--- config.mk ---
export PLATFORM = sky130hd
export DESIGN_NAME = per_channel_hit_accumulator
export DESIGN_NICKNAME = d
export VERILOG_FILES = /design/src/design/phacc_pkg.sv /design/src/design/per_channel_hit_accumulator.sv /design/src/design/phacc_table.sv /design/src/design/phacc_merge.sv
export SDC_FILE = /design/constraint.sdc
export NUM_CORES = 2
export LEC_CHECK = 0
export BUFFER_PORTS_ARGS = -buffer_cell sky130_fd_sc_hd__buf_4
export CORE_UTILIZATION = 55
export DETAILED_ROUTE_END_ITERATION = 10
export PLACE_DENSITY = 0.71
export SLEW_MARGIN = 20
export SYNTH_ARGS = -nofsm -noshare
export SYNTH_HDL_FRONTEND = slang
export SYNTH_HIERARCHICAL = 1
export SYNTH_MEMORY_MAX_BITS = 65536
export SYNTH_SLANG_ARGS = --single-unit
--- constraint.sdc ---
create_clock -name i_clk -period 10.2 [get_ports i_clk]
set_input_delay 1.53 -clock i_clk [delete_from_list [all_inputs] [get_ports i_clk]]
set_output_delay 1.53 -clock i_clk [all_outputs]
set_load 0.03 [all_outputs]
--- src/design/phacc_pkg.sv ---
// Shared types and constants for the per-channel hit accumulator.
`timescale 1ns / 1ps

package phacc_pkg;

    localparam int TABLE_SLOTS  = 64;
    localparam int CHANNEL_BITS = 10;

    localparam int CHANNEL_FIELD_W = 10;
    localparam int SLOT_FIELD_W    = 6;
    localparam int COUNT_FIELD_W   = 7;

    localparam int IDX_W = (TABLE_SLOTS > 1) ? $clog2(TABLE_SLOTS) : 1;
    localparam int CNT_W = $clog2(TABLE_SLOTS + 1);
    localparam int CH_W  = (CHANNEL_BITS < CHANNEL_FIELD_W) ? CHANNEL_BITS : CHANNEL_FIELD_W;

    localparam logic [CNT_W-1:0] FULL_COUNT = CNT_W'(TABLE_SLOTS);

    localparam logic OP_CLEAR   = 1'b0;
    localparam logic OP_DEPOSIT = 1'b1;

    typedef enum logic [1:0] {
        ST_NEW    = 2'd0,
        ST_MERGED = 2'd1,
        ST_FULL   = 2'd2
    } t_status;

    typedef enum logic [1:0] {
        S_IDLE,
        S_READ,
        S_CHECK,
        S_FINISH
    } t_state;

    typedef struct packed {
        logic        op;
        logic [9:0]  channel;
        logic [31:0] hit_time;
        logic [23:0] energy;
    } t_in_req;

    typedef struct packed {
        logic [5:0]  slot;
        logic [9:0]  hit_channel;
        logic [31:0] earliest_time;
        logic [31:0] energy_sum;
        logic [1:0]  status;
        logic [6:0]  entry_count;
    } t_out_res;

    typedef struct packed {
        logic [CH_W-1:0] channel;
        logic [31:0]     hit_time;
        logic [31:0]     energy;
    } t_entry;

    typedef struct packed {
        logic        match;
        logic [31:0] min_time;
        logic [31:0] sum;
    } t_merge;

endpackage

--- src/design/per_channel_hit_accumulator.sv ---
// Top level of the per-channel hit accumulator: sequencer, scan control and output register.
`timescale 1ns / 1ps

// A request on the input channel is either a clear, which empties the table for a new
// event, or an energy deposit. A clear or a deposit with zero energy does not leave the
// idle state and gives no result. Any other deposit gives exactly one result on the output
// channel: the slot and updated entry, merged or new, or a table full report.
// A deposit scans the stored entries one at a time through the single read port of the
// table; each entry passes through two states, S_READ to present the address and S_CHECK
// to compare the registered read data in the shared merge unit. The scan stops at the
// matching slot; a new channel or a full table is known only after the last stored entry.
// The input is stalled for the whole scan. A finished result waits in the output
// register while the receiver stalls; the next request is taken meanwhile, and its
// result waits until the register frees. Reset empties the table and clears the output
// valid at once; stored entries are never read above the entry count, so they need no
// clearing.
module per_channel_hit_accumulator (
    input  logic                i_clk,
    input  logic                i_rst_n,
    input  logic                i_in_valid,
    output logic                o_in_stall,
    input  phacc_pkg::t_in_req  i_in_data,
    output logic                o_out_valid,
    input  logic                i_out_stall,
    output phacc_pkg::t_out_res o_out_data
);

    phacc_pkg::t_state r_state, n_state;
    logic [phacc_pkg::CNT_W-1:0] r_count, n_count;
    logic [phacc_pkg::IDX_W-1:0] r_idx, n_idx;
    logic [phacc_pkg::CH_W-1:0]  r_req_ch, n_req_ch;
    logic [31:0]                 r_req_time, n_req_time;
    logic [23:0]                 r_req_energy, n_req_energy;
    phacc_pkg::t_out_res         r_res, n_res;
    phacc_pkg::t_out_res         r_out, n_out;
    logic                        r_out_valid, n_out_valid;

    logic                        wr_en;
    logic [phacc_pkg::IDX_W-1:0] wr_addr;
    phacc_pkg::t_entry           wr_data;
    phacc_pkg::t_entry           rd_data;
    phacc_pkg::t_merge           merge;
    logic                        in_take;
    logic                        out_free;
    logic                        last_entry;
    logic                        full;

    phacc_table u_table (
        .i_clk     (i_clk),
        .i_wr_en   (wr_en),
        .i_wr_addr (wr_addr),
        .i_wr_data (wr_data),
        .i_rd_addr (r_idx),
        .o_rd_data (rd_data)
    );

    phacc_merge u_merge (
        .i_entry    (rd_data),
        .i_channel  (r_req_ch),
        .i_hit_time (r_req_time),
        .i_energy   (r_req_energy),
        .o_merge    (merge)
    );

    assign o_in_stall  = (r_state != phacc_pkg::S_IDLE);
    assign o_out_valid = r_out_valid;
    assign o_out_data  = r_out;

    always_ff @(posedge i_clk) begin
        if (!i_rst_n) begin
            r_state     <= phacc_pkg::S_IDLE;
            r_count     <= '0;
            r_out_valid <= 1'b0;
        end else begin
            r_state     <= n_state;
            r_count     <= n_count;
            r_out_valid <= n_out_valid;
        end
        r_idx        <= n_idx;
        r_req_ch     <= n_req_ch;
        r_req_time   <= n_req_time;
        r_req_energy <= n_req_energy;
        r_res        <= n_res;
        r_out        <= n_out;
    end

    always_comb begin
        in_take    = i_in_valid && (r_state == phacc_pkg::S_IDLE);
        out_free   = !r_out_valid || !i_out_stall;
        last_entry = ((phacc_pkg::CNT_W'(r_idx) + phacc_pkg::CNT_W'(1)) == r_count);
        full       = (r_count == phacc_pkg::FULL_COUNT);

        n_state      = r_state;
        n_count      = r_count;
        n_idx        = r_idx;
        n_req_ch     = r_req_ch;
        n_req_time   = r_req_time;
        n_req_energy = r_req_energy;
        n_res        = r_res;
        n_out        = r_out;
        n_out_valid  = r_out_valid && i_out_stall;

        wr_en   = 1'b0;
        wr_addr = r_idx;
        wr_data = '{channel: r_req_ch, hit_time: merge.min_time, energy: merge.sum};

        case (r_state)
            phacc_pkg::S_IDLE: begin
                if (in_take) begin
                    n_req_ch     = i_in_data.channel[phacc_pkg::CH_W-1:0];
                    n_req_time   = i_in_data.hit_time;
                    n_req_energy = i_in_data.energy;
                    n_idx        = '0;
                    if (i_in_data.op == phacc_pkg::OP_CLEAR) begin
                        n_count = '0;
                    end else if (i_in_data.energy != 24'd0) begin
                        n_state = (r_count == '0) ? phacc_pkg::S_FINISH : phacc_pkg::S_READ;
                        if (r_count == '0) begin
                            n_res.slot          = '0;
                            n_res.hit_channel   = phacc_pkg::CHANNEL_FIELD_W'(
                                i_in_data.channel[phacc_pkg::CH_W-1:0]);
                            n_res.earliest_time = i_in_data.hit_time;
                            n_res.energy_sum    = {8'd0, i_in_data.energy};
                            n_res.status        = phacc_pkg::ST_NEW;
                            n_res.entry_count   = 7'd1;
                            wr_en   = 1'b1;
                            wr_addr = '0;
                            wr_data = '{channel: i_in_data.channel[phacc_pkg::CH_W-1:0],
                                        hit_time: i_in_data.hit_time,
                                        energy: {8'd0, i_in_data.energy}};
                            n_count = phacc_pkg::CNT_W'(1);
                        end
                    end
                end
            end
            phacc_pkg::S_READ: begin
                n_state = phacc_pkg::S_CHECK;
            end
            phacc_pkg::S_CHECK: begin
                n_res.hit_channel = phacc_pkg::CHANNEL_FIELD_W'(r_req_ch);
                n_res.entry_count = phacc_pkg::COUNT_FIELD_W'(r_count);
                if (merge.match) begin
                    wr_en   = 1'b1;
                    wr_addr = r_idx;
                    n_res.slot          = phacc_pkg::SLOT_FIELD_W'(r_idx);
                    n_res.earliest_time = merge.min_time;
                    n_res.energy_sum    = merge.sum;
                    n_res.status        = phacc_pkg::ST_MERGED;
                    n_state = phacc_pkg::S_FINISH;
                end else if (!last_entry) begin
                    n_idx   = r_idx + phacc_pkg::IDX_W'(1);
                    n_state = phacc_pkg::S_READ;
                end else if (full) begin
                    n_res.slot          = '0;
                    n_res.earliest_time = r_req_time;
                    n_res.energy_sum    = {8'd0, r_req_energy};
                    n_res.status        = phacc_pkg::ST_FULL;
                    n_state = phacc_pkg::S_FINISH;
                end else begin
                    wr_en   = 1'b1;
                    wr_addr = r_count[phacc_pkg::IDX_W-1:0];
                    wr_data = '{channel: r_req_ch, hit_time: r_req_time,
                                energy: {8'd0, r_req_energy}};
                    n_count = r_count + phacc_pkg::CNT_W'(1);
                    n_res.slot          = phacc_pkg::SLOT_FIELD_W'(r_count);
                    n_res.earliest_time = r_req_time;
                    n_res.energy_sum    = {8'd0, r_req_energy};
                    n_res.status        = phacc_pkg::ST_NEW;
                    n_res.entry_count   = phacc_pkg::COUNT_FIELD_W'(
                        r_count + phacc_pkg::CNT_W'(1));
                    n_state = phacc_pkg::S_FINISH;
                end
            end
            phacc_pkg::S_FINISH: begin
                if (out_free) begin
                    n_out       = r_res;
                    n_out_valid = 1'b1;
                    n_state     = phacc_pkg::S_IDLE;
                end
            end
            default: begin
                n_state = phacc_pkg::S_IDLE;
            end
        endcase
    end

    a_count_bound: assert property (@(posedge i_clk) disable iff (!i_rst_n)
        r_count <= phacc_pkg::FULL_COUNT)
        else $error("Entry count exceeds the table size.");

    a_scan_in_range: assert property (@(posedge i_clk) disable iff (!i_rst_n)
        (r_state == phacc_pkg::S_CHECK) |-> (phacc_pkg::CNT_W'(r_idx) < r_count))
        else $error("Scan index reached past the stored entries.");

    a_full_only_when_full: assert property (@(posedge i_clk) disable iff (!i_rst_n)
        (r_state == phacc_pkg::S_FINISH && r_res.status == phacc_pkg::ST_FULL)
        |-> (r_count == phacc_pkg::FULL_COUNT))
        else $error("Table full reported while slots remain.");

    a_finish_loads_output: assert property (@(posedge i_clk) disable iff (!i_rst_n)
        (r_state == phacc_pkg::S_FINISH && (!r_out_valid || !i_out_stall))
        |=> (r_out_valid && r_state == phacc_pkg::S_IDLE))
        else $error("Finished result was not loaded into the output register.");

endmodule

--- src/design/phacc_table.sv ---
// Hit table storage with one write port and one registered read port.
`timescale 1ns / 1ps

module phacc_table (
    input  logic                   i_clk,
    input  logic                   i_wr_en,
    input  logic [phacc_pkg::IDX_W-1:0] i_wr_addr,
    input  phacc_pkg::t_entry      i_wr_data,
    input  logic [phacc_pkg::IDX_W-1:0] i_rd_addr,
    output phacc_pkg::t_entry      o_rd_data
);

    phacc_pkg::t_entry r_mem [phacc_pkg::TABLE_SLOTS];
    phacc_pkg::t_entry r_rd_data;

    always_ff @(posedge i_clk) begin
        if (i_wr_en) begin
            r_mem[i_wr_addr] <= i_wr_data;
        end
        r_rd_data <= r_mem[i_rd_addr];
    end

    assign o_rd_data = r_rd_data;

endmodule

--- src/design/phacc_merge.sv ---
// Shared compare and merge unit: channel match, earliest time and saturating sum.
`timescale 1ns / 1ps

module phacc_merge (
    input  phacc_pkg::t_entry          i_entry,
    input  logic [phacc_pkg::CH_W-1:0] i_channel,
    input  logic [31:0]                i_hit_time,
    input  logic [23:0]                i_energy,
    output phacc_pkg::t_merge          o_merge
);

    logic [32:0] sum_wide;

    always_comb begin
        sum_wide = {1'b0, i_entry.energy} + {9'd0, i_energy};
        o_merge.match    = (i_entry.channel == i_channel);
        o_merge.sum      = sum_wide[32] ? 32'hFFFF_FFFF : sum_wide[31:0];
        o_merge.min_time = (i_entry.hit_time > i_hit_time) ? i_hit_time : i_entry.hit_time;
    end

endmodule
; ---- After elaboration in Yosys (flattened, before gate mapping)
; Memories as Yosys holds them, arrays and structs flattened. A register that Yosys moved wholly into a read port is not among the register bits.
; Index checks and enable logic that the tools add are counted.
[op_classes]
addsub = 4
order_cmp = 1
eq_ne = 17
muxes = 62
reduce_logical = 17
[ops]
columns = operator, n
row1 = $mux W89, 4
row2 = $mux W74, 4
row3 = $mux W64, 3
row4 = $pmux W89 S2, 1
row5 = $pmux W74 S2, 1
row6 = $mux W6, 13
row7 = $mux W73, 1
row8 = $mux W66, 1
row9 = $mux W32, 2
row10 = $mux W7, 8
row11 = $add A32 B24 Y33, 1
row12 = $gt A32 B32 Y1, 1
row13 = $pmux W6 S2, 2
row14 = $reduce_bool A24 Y1, 1
row15 = $mux W2, 8
row16 = $pmux W7 S2, 1
row17 = $ne A2 B2 Y1 const B, 6
row18 = $reduce_and A6 Y1, 2
row19 = $mux W1, 11
row20 = $eq A10 B10 Y1, 1
row21 = $pmux W2 S4, 1
row22 = $reduce_and A4 Y1, 2
row23 = $add A6 B1 Y7 const B, 1
row24 = $add A7 B1 Y7 const B, 1
row25 = 17 further kinds, 24
[totals]
regBits = 260
ram_bits = 4736
input_bits = 71
out_inout_bits = 91
wordCells = 121
n_memories = 1
[mem_list]
columns = memory, depth, width, read_ports, rd_ports_with_merged_regs, write_ports, line_no
row1 = u_table.r_mem, 64, 74, 1, 1, 1, phacc_table.sv:13  ; phacc_pkg::t_entry r_mem [phacc_pkg::TABLE_SLOTS];

; ---- Depth between registers and ports, before layout
[logic_depth]
ltp_word = 8
depth_mapped = 14

; ---- By module
; The synthesis kept the hierarchy.
[modules_own_cells]
columns = mod, instances, cells_each, area_per_inst_um2, seq_area_each_um2
row1 = phacc_table, 1, 7657, 180760.9, 143697.8
row2 = per_channel_hit_accumulator, 1, 928, 11289.6, 7707.4
row3 = phacc_merge, 1, 416, 2979.1, 0.0

; ---- Worst setup path after synthesis
; OpenSTA, ideal clock, no wires.
[synth_path]
path_kind = input to register
from = in i_in_data[5] in the netlist's numbering
to = mem u_table/r_mem[49][0] in the netlist's numbering, enable pin
setup_time_ns = 0.597
arrival_ns = 8.856
t_required_ns = 9.603
path_slack_ns = 0.748
stages = 10
n_path_buf = 2
cell_sequence = or4_1 > nor2_1 > a211oi_1 > nand2_1 > clkbuf_1 > clkbuf_1 > nand2_1 > o21ai_0 > nand4_1 > nor3_1
[synth_between]
word_cells_on_any_way = 11
[synth_lines]
columns = item, line_no
row1 = from (decl), per_channel_hit_accumulator.sv:22  ; input phacc_pkg::t_in_req i_in_data,
row2 = $reduce_bool A24 Y1, per_channel_hit_accumulator.sv:116  ; end else if (i_in_data.energy != 24'd0) begin
row3 = $mux W6, per_channel_hit_accumulator.sv:116
row4 = $mux W6, per_channel_hit_accumulator.sv:114  ; if (i_in_data.op == phacc_pkg::OP_CLEAR) begin
row5 = $mux W6, per_channel_hit_accumulator.sv:109  ; if (in_take) begin
row6 = $pmux W6 S2, per_channel_hit_accumulator.sv:107  ; case (r_state)
row7 = via wr_addr (one bit), per_channel_hit_accumulator.sv:39  ; logic [phacc_pkg::IDX_W-1:0] wr_addr;
row8 = to (decl), phacc_table.sv:13
; The timed path passes the listed nets, and every way through them passes these cells.

; ---- Final worst setup path
[layout_path]
from = in i_in_data[5] in the netlist's numbering
to = mem u_table/r_mem[62][10] in the netlist's numbering, enable pin
; Same word-level chain as after synthesis.

==> out/summary.log <==
INFO  outcome        outcome=finished clean
INFO  floorplan      core_outline_area=0.353mm2
INFO  timing         finalClockSkew=0.0646ns
INFO  cts            htree_num_levels=5
INFO  cts            cts_tree=built
INFO  finish         synthToLayoutAreaGrowth=12.5%
INFO  critical_path  setup.reg_to_reg.worst_slack=3.29ns
INFO  routing        postRouteWirelength=547mm
INFO  routing        antenna_violating_nets_post_route=0
INFO  cts            cts_repair_resize_count=0
INFO  floorplan      io_pins=162
INFO  critical_path  cp-start-kind=input pin
INFO  global_route   grt_pass1_vias=97400
INFO  critical_path  critPathMostFrequentCell=buf_4
INFO  synth          yosysMostFrequentCell=edfxtp_1
INFO  critical_path  largest_incremental_delay_on_the_critical_path=1.16ns
INFO  timing         tightestPinTransition=1.20ns
INFO  timing         timing_hold_violations_final=0
INFO  timing         setup_violators_final=0
INFO  synth          synth.yosys.seq_area_share=77.6%
INFO  timing         layout_min_cycle_time=7.01ns
INFO  cts            clock-root-buffer=clkbuf_16
INFO  routing        first_pass_iters=9
INFO  finish         nNetsFinal=9584
INFO  routing        drt_iter0_drc=17300
INFO  finish         finish.utilization=62.2%
INFO  cts            clkTransAtPathRegs=0.06ns
INFO  synth          synth_top_cells_by_area=edfxtp_1, mux4_2, a22oi_1, dfxtp_1, mux2_2
INFO  finish         num-fill-cells=23300
INFO  cts            clock_path_buffers=4
INFO  placement      dpl.cell_count=13700
INFO  cts            tritoncts_num_sinks=5070
INFO  synth          synth_area_per_cell=21.7um2
INFO  global_route   grt_antenna_before_repair=52
INFO  floorplan      start_util=55.3%
INFO  critical_path  critPathCaptureType=flop
INFO  routing        via_count=101000
INFO  critical_path  worst-path-max-fanout=31
INFO  cts            clock_latency_of_the_later_clocked_register_in_the_worst_skew_pair=1.02ns
INFO  finish         multiInputGateArea=0.0424mm2
INFO  floorplan      die_height=597um
INFO  synth          top_area_cell_type_share_of_the_netlist_area=76.8%
INFO  global_route   track_usage=30.5%
INFO  placement      io_buffers=161
INFO  floorplan      die_w=597um
INFO  synth          ys_seq_elements=5070
INFO  timing         fmaxAchievable=0.143GHz
INFO  cts            cts_made_buffers=476
INFO  critical_path  worst_path_cell_chain=buf_4, or4_1, nor2_1, a211oi_1, nand2_4, nand2_1, o21ai_1, nand3_1, nor2_4, buf_4
INFO  floorplan      fp.dieArea=0.357mm2
INFO  synth          post_synth_instance_area=0.195mm2
INFO  timing         hold_ws=0.400ns
INFO  pwr            p_total=58.4mW
INFO  critical_path  timing_worst_setup_path_type=input pin to flop
INFO  routing        detail_route.vias_per_cell=6.91
INFO  pwr            reported_leakage_power=68.6nW
INFO  timing         maxSlewHeadroom=19.8%
INFO  routing        wl_per_cell=37.4um
INFO  synth          synth_enable_flop_cells=4986
INFO  finish         layout-drive-gt1-share=27.4%
INFO  finish         final_cell_count_no_fill=14600
INFO  hold_path      timing.hold.worst.class=flop to flop
INFO  finish         sequential_cell_area=0.151mm2
INFO  synth          yosysTopAreaCell=edfxtp_1
INFO  timing         final.setup.tns=0ns
INFO  synth          synthesis.instances=9001
INFO  synth          synth_ff_type=edfxtp_1
INFO  routing        detail_route.drc_violations=0
INFO  timing         timing_max_transition_violations_final=0
INFO  cts            hold_buffers=0
INFO  synth          postSynth.asyncResetShare=0%
INFO  critical_path  slowest_stage=nor2_4
INFO  synth          synth_nets=9133
INFO  critical_path  crit_arrival=7.61ns
INFO  placement      place_congestion=0.966
INFO  timing         setup_repair_after_global_routing_missed_its_margin=no
INFO  job            cap_viol_max_count=0
INFO  placement      hpwlAfterDp=328mm
INFO  global_route   grt.overflow.total=0
INFO  synth          synth_top_cells_by_count=edfxtp_1, mux4_2, nand2_1
INFO  global_route   global_route_wire_length_before_repair=758mm
INFO  global_route   largest_net_degree_at_the_start_of_global_routing=129
INFO  pwr            power-per-cell-area=266mW/mm2
INFO  synth          synth_cell_type_count=76
INFO  cts            post_cts_buffers=0
INFO  timing         period_share=68.7%
INFO  synth          ys.warnings.count=6
INFO  pwr            worst_ir_drop_vdd=0.528mV
INFO  floorplan      std_cell_rows=218
INFO  critical_path  timing.critical_path.required=10.79ns
## registers in the layout, summed over array words and instances, names as in the netlist
| signal | count |
|---|---|
| r_state | 2 |
| r_res | 89 |
| r_req_energy | 24 |
| u_table/o_rd_data | 74 |
| r_req_ch | 10 |
| r_idx | 6 |
| u_table/r_mem | 4736 |
| r_req_time | 32 |
| r_count | 7 |
| o_out_data | 89 |
| o_out_valid | 1 |
## where the power goes
part / total, mW / internal (mW) / switching, mW
logic: 13.1 / 3.17 / 9.98
registers: 27.7 / 27.4 / 0.285
clock network: 17.5 / 9.78 / 7.70
total: 58.4 / 40.4 / 18.0
## kinds of logic (layout without fill, tap and decap cells)
logic type	after synthesis	after routing	synth area share, %
xor+xnor	36	36	0.169
other cells	0	21	0
mux	1433	1433	15.2
flops	5070	5070	77.6
fa+ha+maj	61	61	0.395
buf+inv	559	1424	1.31
compound gates	929	929	3.21
simple gates	913	913	2.05
## per-stage QoR
step           instance area, um2  setup slack, ns
6_report                   219000             3.19
5_1_grt                    219000             3.07
4_1_cts                    219000             3.46
3_5_place_dp               204000             2.44
3_3_place_gp               204000             2.25
2_1_floorplan              195000            0.748
## layout by cell type, fill, tap and decap left out, types with 56 or more instances in the layout
| cell type | synthesis | final |
|---|---|---|
| edfxtp_1 | 4986 | 4986 |
| mux4_2 | 1211 | 1211 |
| clkbuf_16 | 0 | 478 |
| buf_4 | 40 | 451 |
| nand2_1 | 374 | 370 |
| a22oi_1 | 273 | 273 |
| a21oi_1 | 230 | 229 |
| nor2_1 | 253 | 186 |
| mux2_2 | 134 | 134 |
| clkinv_2 | 0 | 102 |
| clkinv_1 | 0 | 101 |
| clkbuf_1 | 240 | 100 |
| o22ai_1 | 99 | 99 |
| dfxtp_1 | 84 | 84 |
| nor3_1 | 83 | 81 |
| nand3_1 | 67 | 66 |
| nor2_4 | 0 | 64 |
| ha_1 | 60 | 60 |
| mux2i_1 | 56 | 56 |
## critical path, delay by kind of cell
family	cells	cell delay [ns]
compound gates	2	1.14
buf+inv	2	0.71
simple gates	6	4.15
## path summary, 6_finish.rpt
kind,depth (start not counted),from,end
worst min register to register,0,r_res[34],o_out_data[34]
worst max-delay path,10,i_in_data[5],u_table/r_mem[62][10]
worst max register to register,13,r_idx[0],u_table/r_mem[13][6]
worst min-delay path,0,r_res[34],o_out_data[34]
## area by class of cell
cell class / instances / area share, %
Sequential cell: 5070 / 69.0
Multi-Input combinational cell: 3372 / 19.3
Clock buffer: 584 / 5.66
Tap cell: 4730 / 2.70
Timing Repair Buffer: 484 / 1.86
Clock inverter: 308 / 1.32
Inverter: 48 / 0.0861
Antenna cell: 21 / 0.0240
## routing by layer
layer	share of wire [%]	track usage (%)
met3	14	8.81
met1	36	43.2
met5	0.018	0
met2	45	45.1
met4	4.8	12.6
Note: power is estimated with default switching activity, not from simulation.
